## config.mk

```make
export PLATFORM = sky130hd
export DESIGN_NAME = contact_debounce_tap_hold
export DESIGN_NICKNAME = d
export VERILOG_FILES = /design/src/rtl/cdth_pkg.sv /design/src/rtl/cdth_lane.sv /design/src/rtl/cdth_merge.sv /design/src/rtl/contact_debounce_tap_hold.sv
export SDC_FILE = /design/constraint.sdc
export NUM_CORES = 1
export LEC_CHECK = 0
export ABC_AREA = 1
export ABC_CLOCK_PERIOD_IN_PS = 5500
export BUFFER_PORTS_ARGS = -buffer_cell sky130_fd_sc_hd__buf_2
export CORE_ASPECT_RATIO = 0.75
export CORE_UTILIZATION = 30
export CTS_CLUSTER_SIZE = 40
export DETAILED_ROUTE_END_ITERATION = 12
export MAX_ROUTING_LAYER = met4
export SLEW_MARGIN = 20
export SYNTH_ARGS = -nofsm -noshare
export SYNTH_HDL_FRONTEND = slang
export SYNTH_SLANG_ARGS = --single-unit
```

## constraint.sdc

```tcl
create_clock -name clk -period 5.5 [get_ports clk]
set_input_delay 0.275 -clock clk [delete_from_list [all_inputs] [get_ports clk]]
set_output_delay 0.275 -clock clk [all_outputs]
set_load 0.05 [all_outputs]
```

## src/rtl/cdth_pkg.sv

```systemverilog
// ----------------------------------------------------------------------------
// cdth_pkg: shared types and constants for contact_debounce_tap_hold
// Field widths, register indexes, reset values and the per-contact result.
// ----------------------------------------------------------------------------
package cdth_pkg;

  // field widths fixed by the stream format
  localparam int unsigned TIME_W      = 32;
  localparam int unsigned CFG_W       = 16;
  localparam int unsigned PIN_W       = 3;
  localparam int unsigned GEST_W      = 2;
  localparam int unsigned GESTS_W     = PIN_W * GEST_W;
  localparam int unsigned IN_DATA_W   = 40;
  localparam int unsigned OUT_DATA_W  = 16;
  localparam int unsigned CFG_INDEX_W = 1;

  // default number of contact lanes
  localparam int unsigned CONTACT_COUNT_DEF = 3;

  // register reset values
  localparam logic [CFG_W-1:0] DEBOUNCE_RESET = 16'd35;
  localparam logic [CFG_W-1:0] HOLD_RESET     = 16'd1600;

  // register indexes
  localparam logic [CFG_INDEX_W-1:0] CFG_DEBOUNCE = 1'b0;
  localparam logic [CFG_INDEX_W-1:0] CFG_HOLD     = 1'b1;

  // gesture codes
  typedef enum logic [GEST_W-1:0] {
    GEST_NONE = 2'd0,
    GEST_TAP  = 2'd1,
    GEST_HOLD = 2'd2
  } gesture_t;

  // what one lane reports for one poll
  typedef struct packed {
    logic     closed;
    gesture_t gesture;
  } lane_res_t;

endpackage

```

## src/rtl/cdth_lane.sv

```systemverilog
// ----------------------------------------------------------------------------
// cdth_lane: debounce and tap/hold detection for one contact
// Keeps the settle and hold timestamps of one contact and updates them on
// every accepted poll, giving the settled level and the gesture of that poll.
// ----------------------------------------------------------------------------
module cdth_lane (
  input  logic                                  clk,
  input  logic                                  rst,
  input  logic                                  poll_req,
  input  logic [cdth_pkg::TIME_W-1:0]           now_ms,
  input  logic                                  raw_closed,
  input  logic [cdth_pkg::CFG_W-1:0]            debounce_time,
  input  logic [cdth_pkg::CFG_W-1:0]            hold_time,
  output cdth_pkg::lane_res_t                   res
);
  import cdth_pkg::*;

  logic              settled_level;
  logic              previous_raw;
  logic [TIME_W-1:0] change_time;
  logic [TIME_W-1:0] close_time;
  logic              hold_reported;

  logic              settled_level_next;
  logic [TIME_W-1:0] change_time_next;
  logic [TIME_W-1:0] close_time_next;
  logic              hold_reported_next;

  logic              raw_changed;
  logic [TIME_W-1:0] steady_ms;
  logic [TIME_W-1:0] closed_ms;
  logic              accept;
  logic              accept_close;
  logic              hold_base;
  logic              tap_hit;
  logic              hold_hit;

  // settle timer: a raw change restarts it at zero
  always_comb begin
    raw_changed      = raw_closed != previous_raw;
    change_time_next = raw_changed ? now_ms : change_time;
    steady_ms        = raw_changed ? '0 : (now_ms - change_time);
    accept           = (raw_closed != settled_level) &&
                       (steady_ms >= {{(TIME_W-CFG_W){1'b0}}, debounce_time});
    accept_close     = accept && raw_closed;
  end

  // hold timer and gesture decisions
  always_comb begin
    settled_level_next = accept ? raw_closed : settled_level;
    close_time_next    = accept_close ? now_ms : close_time;
    closed_ms          = accept_close ? '0 : (now_ms - close_time);
    hold_base          = accept_close ? 1'b0 : hold_reported;
    tap_hit            = accept && !raw_closed && !hold_reported;
    hold_hit           = settled_level_next && !hold_base &&
                         (closed_ms >= {{(TIME_W-CFG_W){1'b0}}, hold_time});
    hold_reported_next = hold_hit | hold_base;
  end

  // poll result
  always_comb begin
    res.closed = settled_level_next;
    if (hold_hit) begin
      res.gesture = GEST_HOLD;
    end else if (tap_hit) begin
      res.gesture = GEST_TAP;
    end else begin
      res.gesture = GEST_NONE;
    end
  end

  // contact state, advanced once per accepted poll
  always_ff @(posedge clk) begin
    if (rst) begin
      settled_level <= 1'b0;
      previous_raw  <= 1'b0;
      change_time   <= '0;
      close_time    <= '0;
      hold_reported <= 1'b0;
    end else if (poll_req) begin
      settled_level <= settled_level_next;
      previous_raw  <= raw_closed;
      change_time   <= change_time_next;
      close_time    <= close_time_next;
      hold_reported <= hold_reported_next;
    end
  end

  // a hold is only seen on a closed contact
  a_hold_closed: assert property (@(posedge clk) disable iff (rst)
    (poll_req && res.gesture == GEST_HOLD) |-> res.closed)
    else $error("hold reported on an open contact");

  // a tap only comes with the release
  a_tap_open: assert property (@(posedge clk) disable iff (rst)
    (poll_req && res.gesture == GEST_TAP) |=> !settled_level && !hold_reported)
    else $error("tap reported without a release");

  // after a hold no second hold until a new close
  a_hold_once: assert property (@(posedge clk) disable iff (rst)
    (poll_req && hold_hit) |=> hold_reported)
    else $error("hold flag not kept after a hold");

endmodule

```

## src/rtl/cdth_merge.sv

```systemverilog
// ----------------------------------------------------------------------------
// cdth_merge: gathers the lane results into one result request
// Packs the settled levels and gestures of all lanes and holds them in an
// output register backed by a skid register.
// ----------------------------------------------------------------------------
module cdth_merge #(
  parameter int unsigned CONTACT_COUNT = cdth_pkg::CONTACT_COUNT_DEF
) (
  input  logic                                   clk,
  input  logic                                   rst,
  input  logic                                   poll_req,
  input  cdth_pkg::lane_res_t [CONTACT_COUNT-1:0] lane_res,
  output logic                                   poll_ready,
  output logic                                   m_tvalid,
  input  logic                                   m_tready,
  // m_tdata fields from bit 0: debounced_contacts[2:0], gestures[8:3], zeros
  output logic [cdth_pkg::OUT_DATA_W-1:0]        m_tdata
);
  import cdth_pkg::*;

  localparam int unsigned RES_W = PIN_W + GESTS_W;

  logic [PIN_W-1:0]   closed_bits;
  logic [GESTS_W-1:0] gest_bits;
  logic [RES_W-1:0]   new_res;

  logic [RES_W-1:0]   out_res;
  logic               out_valid;
  logic [RES_W-1:0]   skid_res;
  logic               skid_valid;

  // pack the lanes that fit the output fields
  for (genvar i = 0; i < PIN_W; i++) begin : g_pack
    if (i < CONTACT_COUNT) begin : g_lane
      assign closed_bits[i]                  = lane_res[i].closed;
      assign gest_bits[i*GEST_W +: GEST_W]   = lane_res[i].gesture;
    end else begin : g_none
      assign closed_bits[i]                  = 1'b0;
      assign gest_bits[i*GEST_W +: GEST_W]   = GEST_NONE;
    end
  end

  assign new_res = {gest_bits, closed_bits};

  // output register with skid stage
  always_ff @(posedge clk) begin
    if (rst) begin
      out_valid  <= 1'b0;
      skid_valid <= 1'b0;
    end else if (!out_valid || m_tready) begin
      if (skid_valid) begin
        out_valid  <= 1'b1;
        skid_valid <= 1'b0;
      end else begin
        out_valid  <= poll_req;
      end
    end else if (poll_req) begin
      skid_valid <= 1'b1;
    end
  end

  // payload, no reset needed
  always_ff @(posedge clk) begin
    if (!out_valid || m_tready) begin
      out_res <= skid_valid ? skid_res : new_res;
    end else if (poll_req) begin
      skid_res <= new_res;
    end
  end

  assign poll_ready = !skid_valid;
  assign m_tvalid   = out_valid;
  assign m_tdata    = {{(OUT_DATA_W-RES_W){1'b0}}, out_res};

  // skid holds a request only behind a waiting output
  a_skid_behind: assert property (@(posedge clk) disable iff (rst)
    skid_valid |-> out_valid)
    else $error("skid full with an empty output register");

  // a request into a stalled full output lands in the skid
  a_skid_fill: assert property (@(posedge clk) disable iff (rst)
    (out_valid && !m_tready && poll_req) |=> skid_valid)
    else $error("request lost on a stalled output");

  // a drained skid moves forward into the output register
  a_skid_drain: assert property (@(posedge clk) disable iff (rst)
    (skid_valid && m_tready) |=> out_valid && !skid_valid)
    else $error("skid not drained on output request");

endmodule

```

## src/rtl/contact_debounce_tap_hold.sv

```systemverilog
// ----------------------------------------------------------------------------
// contact_debounce_tap_hold: debounced contacts with tap and hold gestures
// One lane per contact runs the settle and hold timers; a merge stage packs
// the lane results behind an output register and skid register.
// ----------------------------------------------------------------------------
// Each poll request carries a millisecond timestamp and the raw pin levels
// (low = closed) and yields exactly one result request, held in the output
// or skid register, with the settled contacts and a tap or hold code per
// contact. A poll is taken every cycle: all lanes update in that cycle,
// each with two 32-bit subtract-and-compare paths, and the two-entry output
// buffer keeps taking polls until both entries wait on a stalled output.
// Timing is in the caller's milliseconds, differences wrap modulo 2^32;
// debounce_time and hold_time take effect on the next poll after a write.
module contact_debounce_tap_hold #(
  parameter int unsigned CONTACT_COUNT = cdth_pkg::CONTACT_COUNT_DEF
) (
  input  logic                                 clk,
  input  logic                                 rst,
  // configuration writes
  input  logic                                 cfg_wr_en,
  input  logic [cdth_pkg::CFG_INDEX_W-1:0]     cfg_index,
  input  logic [cdth_pkg::CFG_W-1:0]           cfg_data,
  // poll requests
  input  logic                                 s_tvalid,
  output logic                                 s_tready,
  // s_tdata fields from bit 0: now_ms[31:0], pin_levels[34:32], zeros
  input  logic [cdth_pkg::IN_DATA_W-1:0]       s_tdata,
  // result requests
  output logic                                 m_tvalid,
  input  logic                                 m_tready,
  // m_tdata fields from bit 0: debounced_contacts[2:0], gestures[8:3], zeros
  output logic [cdth_pkg::OUT_DATA_W-1:0]      m_tdata
);
  import cdth_pkg::*;

  logic [CFG_W-1:0]                 debounce_time;
  logic [CFG_W-1:0]                 hold_time;
  logic                             poll_req;
  logic                             poll_ready;
  logic [TIME_W-1:0]                now_ms;
  logic [PIN_W-1:0]                 pin_levels;
  lane_res_t [CONTACT_COUNT-1:0]    lane_res;

  // configuration registers
  always_ff @(posedge clk) begin
    if (rst) begin
      debounce_time <= DEBOUNCE_RESET;
      hold_time     <= HOLD_RESET;
    end else if (cfg_wr_en) begin
      unique case (cfg_index)
        CFG_DEBOUNCE: debounce_time <= cfg_data;
        CFG_HOLD:     hold_time     <= cfg_data;
        default: ;
      endcase
    end
  end

  // input unpacking
  assign now_ms     = s_tdata[TIME_W-1:0];
  assign pin_levels = s_tdata[TIME_W +: PIN_W];
  assign s_tready   = poll_ready;
  assign poll_req   = s_tvalid && poll_ready;

  // one lane per contact; contacts without a pin read as open
  for (genvar k = 0; k < CONTACT_COUNT; k++) begin : g_lane
    logic raw_closed;
    if (k < PIN_W) begin : g_pin
      assign raw_closed = !pin_levels[k];
    end else begin : g_nopin
      assign raw_closed = 1'b0;
    end

    cdth_lane u_lane (
      .clk           (clk),
      .rst           (rst),
      .poll_req      (poll_req),
      .now_ms        (now_ms),
      .raw_closed    (raw_closed),
      .debounce_time (debounce_time),
      .hold_time     (hold_time),
      .res           (lane_res[k])
    );
  end

  // merge and output buffering
  cdth_merge #(
    .CONTACT_COUNT (CONTACT_COUNT)
  ) u_merge (
    .clk        (clk),
    .rst        (rst),
    .poll_req   (poll_req),
    .lane_res   (lane_res),
    .poll_ready (poll_ready),
    .m_tvalid   (m_tvalid),
    .m_tready   (m_tready),
    .m_tdata    (m_tdata)
  );

endmodule
```

==> run summary <==
FILL cells: 9261
Post-synth ARST share: 0%
Synth Flop Type: dfxtp_1
Yosys reg bits: 253
Ports: 80
Unique masters post-synth: 49
Final Instance Area: 0.0288 mm²
CTS H-tree depth: 1
Power per Cell Area: 276 mW/mm²
Post-synth top area cell: dfxtp_1
Fin crit share: 95.0%
Crit Path Max Fanout: 5
Area occupied by multi-input gates: 0.0167 mm²
DRT Pass-1 Iters: 8
CP required: 5870 ps
Area Growth Syn to Fin: 15.3%
R2r setup slk: 270 ps
Crit path launch: g_lane[1].u_lane.change_time[8]$_SDFFE_PP0P_
Gr usage total: 24.3%
TritonCTS clock tree: built
Clk_lat worst skew: 620 ps
Final ANT Viol Nets: 0
Non-filler cells in the finished layout: 5476
Worst hold path class: primary input to register
Avg Synthesized Cell Area: 6.03 µm²
Die X: 335 µm
P_int: 4540 µW
Area contributors post-synth: dfxtp_1, nand2_1, ha_1, inv_1, a21oi_1
DR DRC count: 0
Slew Viols, Final: 0
Max-slew headroom: 32.6%
Startpoint types: register
Fin. Hold Viols: 0
Area share of the largest cell type after synthesis: 18.8%
Initial Utilization: 30.3%
Period minus WS final: 5230 ps
Pleak: 0.0144 µW
Gpl congestion: 1.01
DR vias/cell: 4.99
Clock buffer depth: 3
Storage cell area: 0.00525 mm²
Placeable Area: 0.0824 mm²
RR Startpoint: g_lane[1].u_lane.change_time[8]$_SDFFE_PP0P_
Die area: 0.0846 mm²
Placed cells: 5408
Fmax: 0.191 GHz
Port bufs: 67
Initial antenna violation count: 4
Capture point of the worst path: u_merge.out_res[6]$_DFFE_PP_
Vias in the first global route: 23767
Utilization after layout: 35.0%
Seq pwr share: 26.2%
Num rows: 91
Drt initial violations: 2792
Area after DPL: 0.0276 mm²
Via Count: 27337
Synth warn: 0
Syn Std Cell Area: 0.0250 mm²
Maximum Capacitance Violations: 0
Synthesized netlist cell count: 4146
Routed WL: 102000 µm
Crit path kind: register to register
Reg2Reg Capture Point: u_merge.out_res[6]$_DFFE_PP_
Clk Tree Root Cell: clkbuf_16
Layout Nets: 4685
Most frequent cells in the layout: nand2_1, inv_1, a21oi_1
Worst Path Arrival: 5600 ps
First-pass GRT wire length: 151000 µm
Status: finished, final reports clean
Die height: 252 µm
TritonCTS Buffers: 30
Fraction of layout cells with a size suffix above 1: 8.47%
Sequential area share after synthesis: 21.0%
Comb pwr share: 45.9%
CP endpoint kind: register
Slowest cell on the critical path: ha_1
Detailed Place HPWL: 82900 µm
Maximum VDD drop: 0.223 mV
RSZ-0062 raised after global routing: true
Setup bufs post-CTS: 0
Slew @ Worst Pin: 1010 ps
Tot Pwr: 7960 µW
Post-synth EDFFs: 18
Most common cell after layout, fill and taps aside: nand2_1
GRT overflow: 0
Clock Power Share: 27.8%
TritonCTS Sinks: 253
Most used cell, CP: nand2_1
Sw Ratio: 43.0%
Routed len/inst: 18.7 µm
Final setup fails: 0
Clock transition at path regs: 70 ps
Largest net degree at the start of global routing: 136
Worst Reg-to-Reg Cells: 32
Clock Skew: 21.2 ps
CP peak stage delay: 420 ps
P_sw: 3420 µW
-- layout make-up --
type,count,share of cell area (%)
tap,1116,4.84
clock buffer,37,2.87
multi-input combinational,3097,58.1
antenna,1,0.00868
timing repair buffer,234,5.82
sequential,253,18.2
inverter,719,9.40
clock inverter,19,0.773
-- metal layers --
layer | track usage [%] | vias to the layer above | part of all wire, %
li1 | - | 13764 | -
met1 | 37.7 | 12531 | 52
met3 | 3.03 | 112 | 8.1
met5 | - | - | 0
met4 | 4.37 | 0 | 2.1
met2 | 32.7 | 930 | 38
-- kinds of logic after synthesis --
| logic type | after synthesis | synth area share (%) |
|---|---|---|
| simple gates | 1856 | 30.8 |
| other cells | 1 | 0.0150 |
| xor+xnor | 81 | 2.84 |
| buf+inv | 802 | 12.5 |
| fa+ha+maj | 288 | 14.6 |
| compound gates | 865 | 18.3 |
| flops | 253 | 21.0 |
-- Yosys cell counts, types with 3 or more instances --
| cell | instances |
|---|---|
| nand2_1 | 1105 |
| inv_1 | 709 |
| a21oi_1 | 419 |
| nor2_1 | 387 |
| o21ai_0 | 306 |
| ha_1 | 282 |
| dfxtp_1 | 235 |
| nand3_1 | 186 |
| nand4_1 | 67 |
| o21ai_1 | 56 |
| clkbuf_1 | 52 |
| xor2_1 | 46 |
| nor3_1 | 44 |
| xnor2_1 | 35 |
| a21oi_2 | 28 |
| edfxtp_1 | 18 |
| nand3b_1 | 18 |
| o21bai_1 | 16 |
| buf_4 | 13 |
| buf_2 | 11 |
| o211ai_1 | 10 |
| or2_2 | 10 |
| nor2_2 | 9 |
| a21o_1 | 8 |
| a211oi_1 | 7 |
| a31oi_1 | 7 |
| and2_1 | 6 |
| buf_6 | 6 |
| fa_1 | 6 |
| nand3_2 | 6 |
| clkinv_1 | 4 |
| inv_2 | 4 |
| nand2_2 | 4 |
| o21a_1 | 4 |
| nor4_1 | 3 |
-- metrics by stage --
| step | worst slack, ps | TNS, ps | hold WS (ps) |
|---|---|---|---|
| 2_1_floorplan | 626 | 0 | 354 |
| 3_3_place_gp | -63.4 | -92.3 | 445 |
| 3_5_place_dp | -115 | -168 | 451 |
| 4_1_cts | 305 | 0 | 8.62 |
| 5_1_grt | -48.6 | -56.3 | 23.2 |
| 6_report | 273 | 0 | 24.4 |
-- what timing repair did --
item / in CTS / in global routing
hold endpoints to repair: 16 / 0
setup endpoints to repair: 0 / 6
gates resized for setup: 0 / 21
hold buffers: 11 / 0
-- worst max-delay path, delay by kind of cell, from the launching register on --
kind,cells,cell delay (ps)
AO/OA/AOI/OAI,9,1450
adder cells (fa/ha/maj),3,960
buffers and inverters,4,310
flip-flops,1,310
AND/OR/NAND/NOR,16,1920
-- power by group through the flow --
| stage | registers (µW) | logic (µW) | clock network, µW |
|---|---|---|---|
| after detailed placement | 2130 | 3540 | 0 |
| after CTS | 2090 | 3570 | 2240 |
| after global routing | 2100 | 4080 | 2310 |
| after floorplan | 2160 | 2380 | 0 |
| after global placement | 2130 | 3530 | 0 |
| final | 2090 | 3660 | 2210 |
-- state kept, by name (all words and copies together) (netlist names) --
| register | cells |
|---|---|
| debounce_time | 16 |
| g_lane.u_lane.change_time | 96 |
| g_lane.u_lane.close_time | 96 |
| g_lane.u_lane.hold_reported | 3 |
| g_lane.u_lane.previous_raw | 3 |
| g_lane.u_lane.settled_level | 3 |
| hold_time | 16 |
| u_merge.m_tvalid | 1 |
| u_merge.out_res | 9 |
| u_merge.skid_res | 9 |
| u_merge.skid_valid | 1 |
-- worst min-delay path by stage --
stage / start / to / depth (start not counted)
3_3_place_gp: g_lane[2].u_lane.change_time[2]$_SDFFE_PP0P_ / g_lane[2].u_lane.change_time[2]$_SDFFE_PP0P_ / 2
3_5_place_dp: g_lane[0].u_lane.change_time[8]$_SDFFE_PP0P_ / g_lane[0].u_lane.change_time[8]$_SDFFE_PP0P_ / 2
2_1_floorplan: rst / u_merge.skid_valid$_SDFFE_PP0P_ / 1
6_report: cfg_data[13] / hold_time[13]$_SDFFE_PP0P_ / 3
5_1_grt: cfg_data[13] / debounce_time[13]$_SDFFE_PP0P_ / 3
4_1_cts: cfg_data[13] / hold_time[13]$_SDFFE_PP0P_ / 3
No activity file was read; power rests on OpenSTA's default activity.
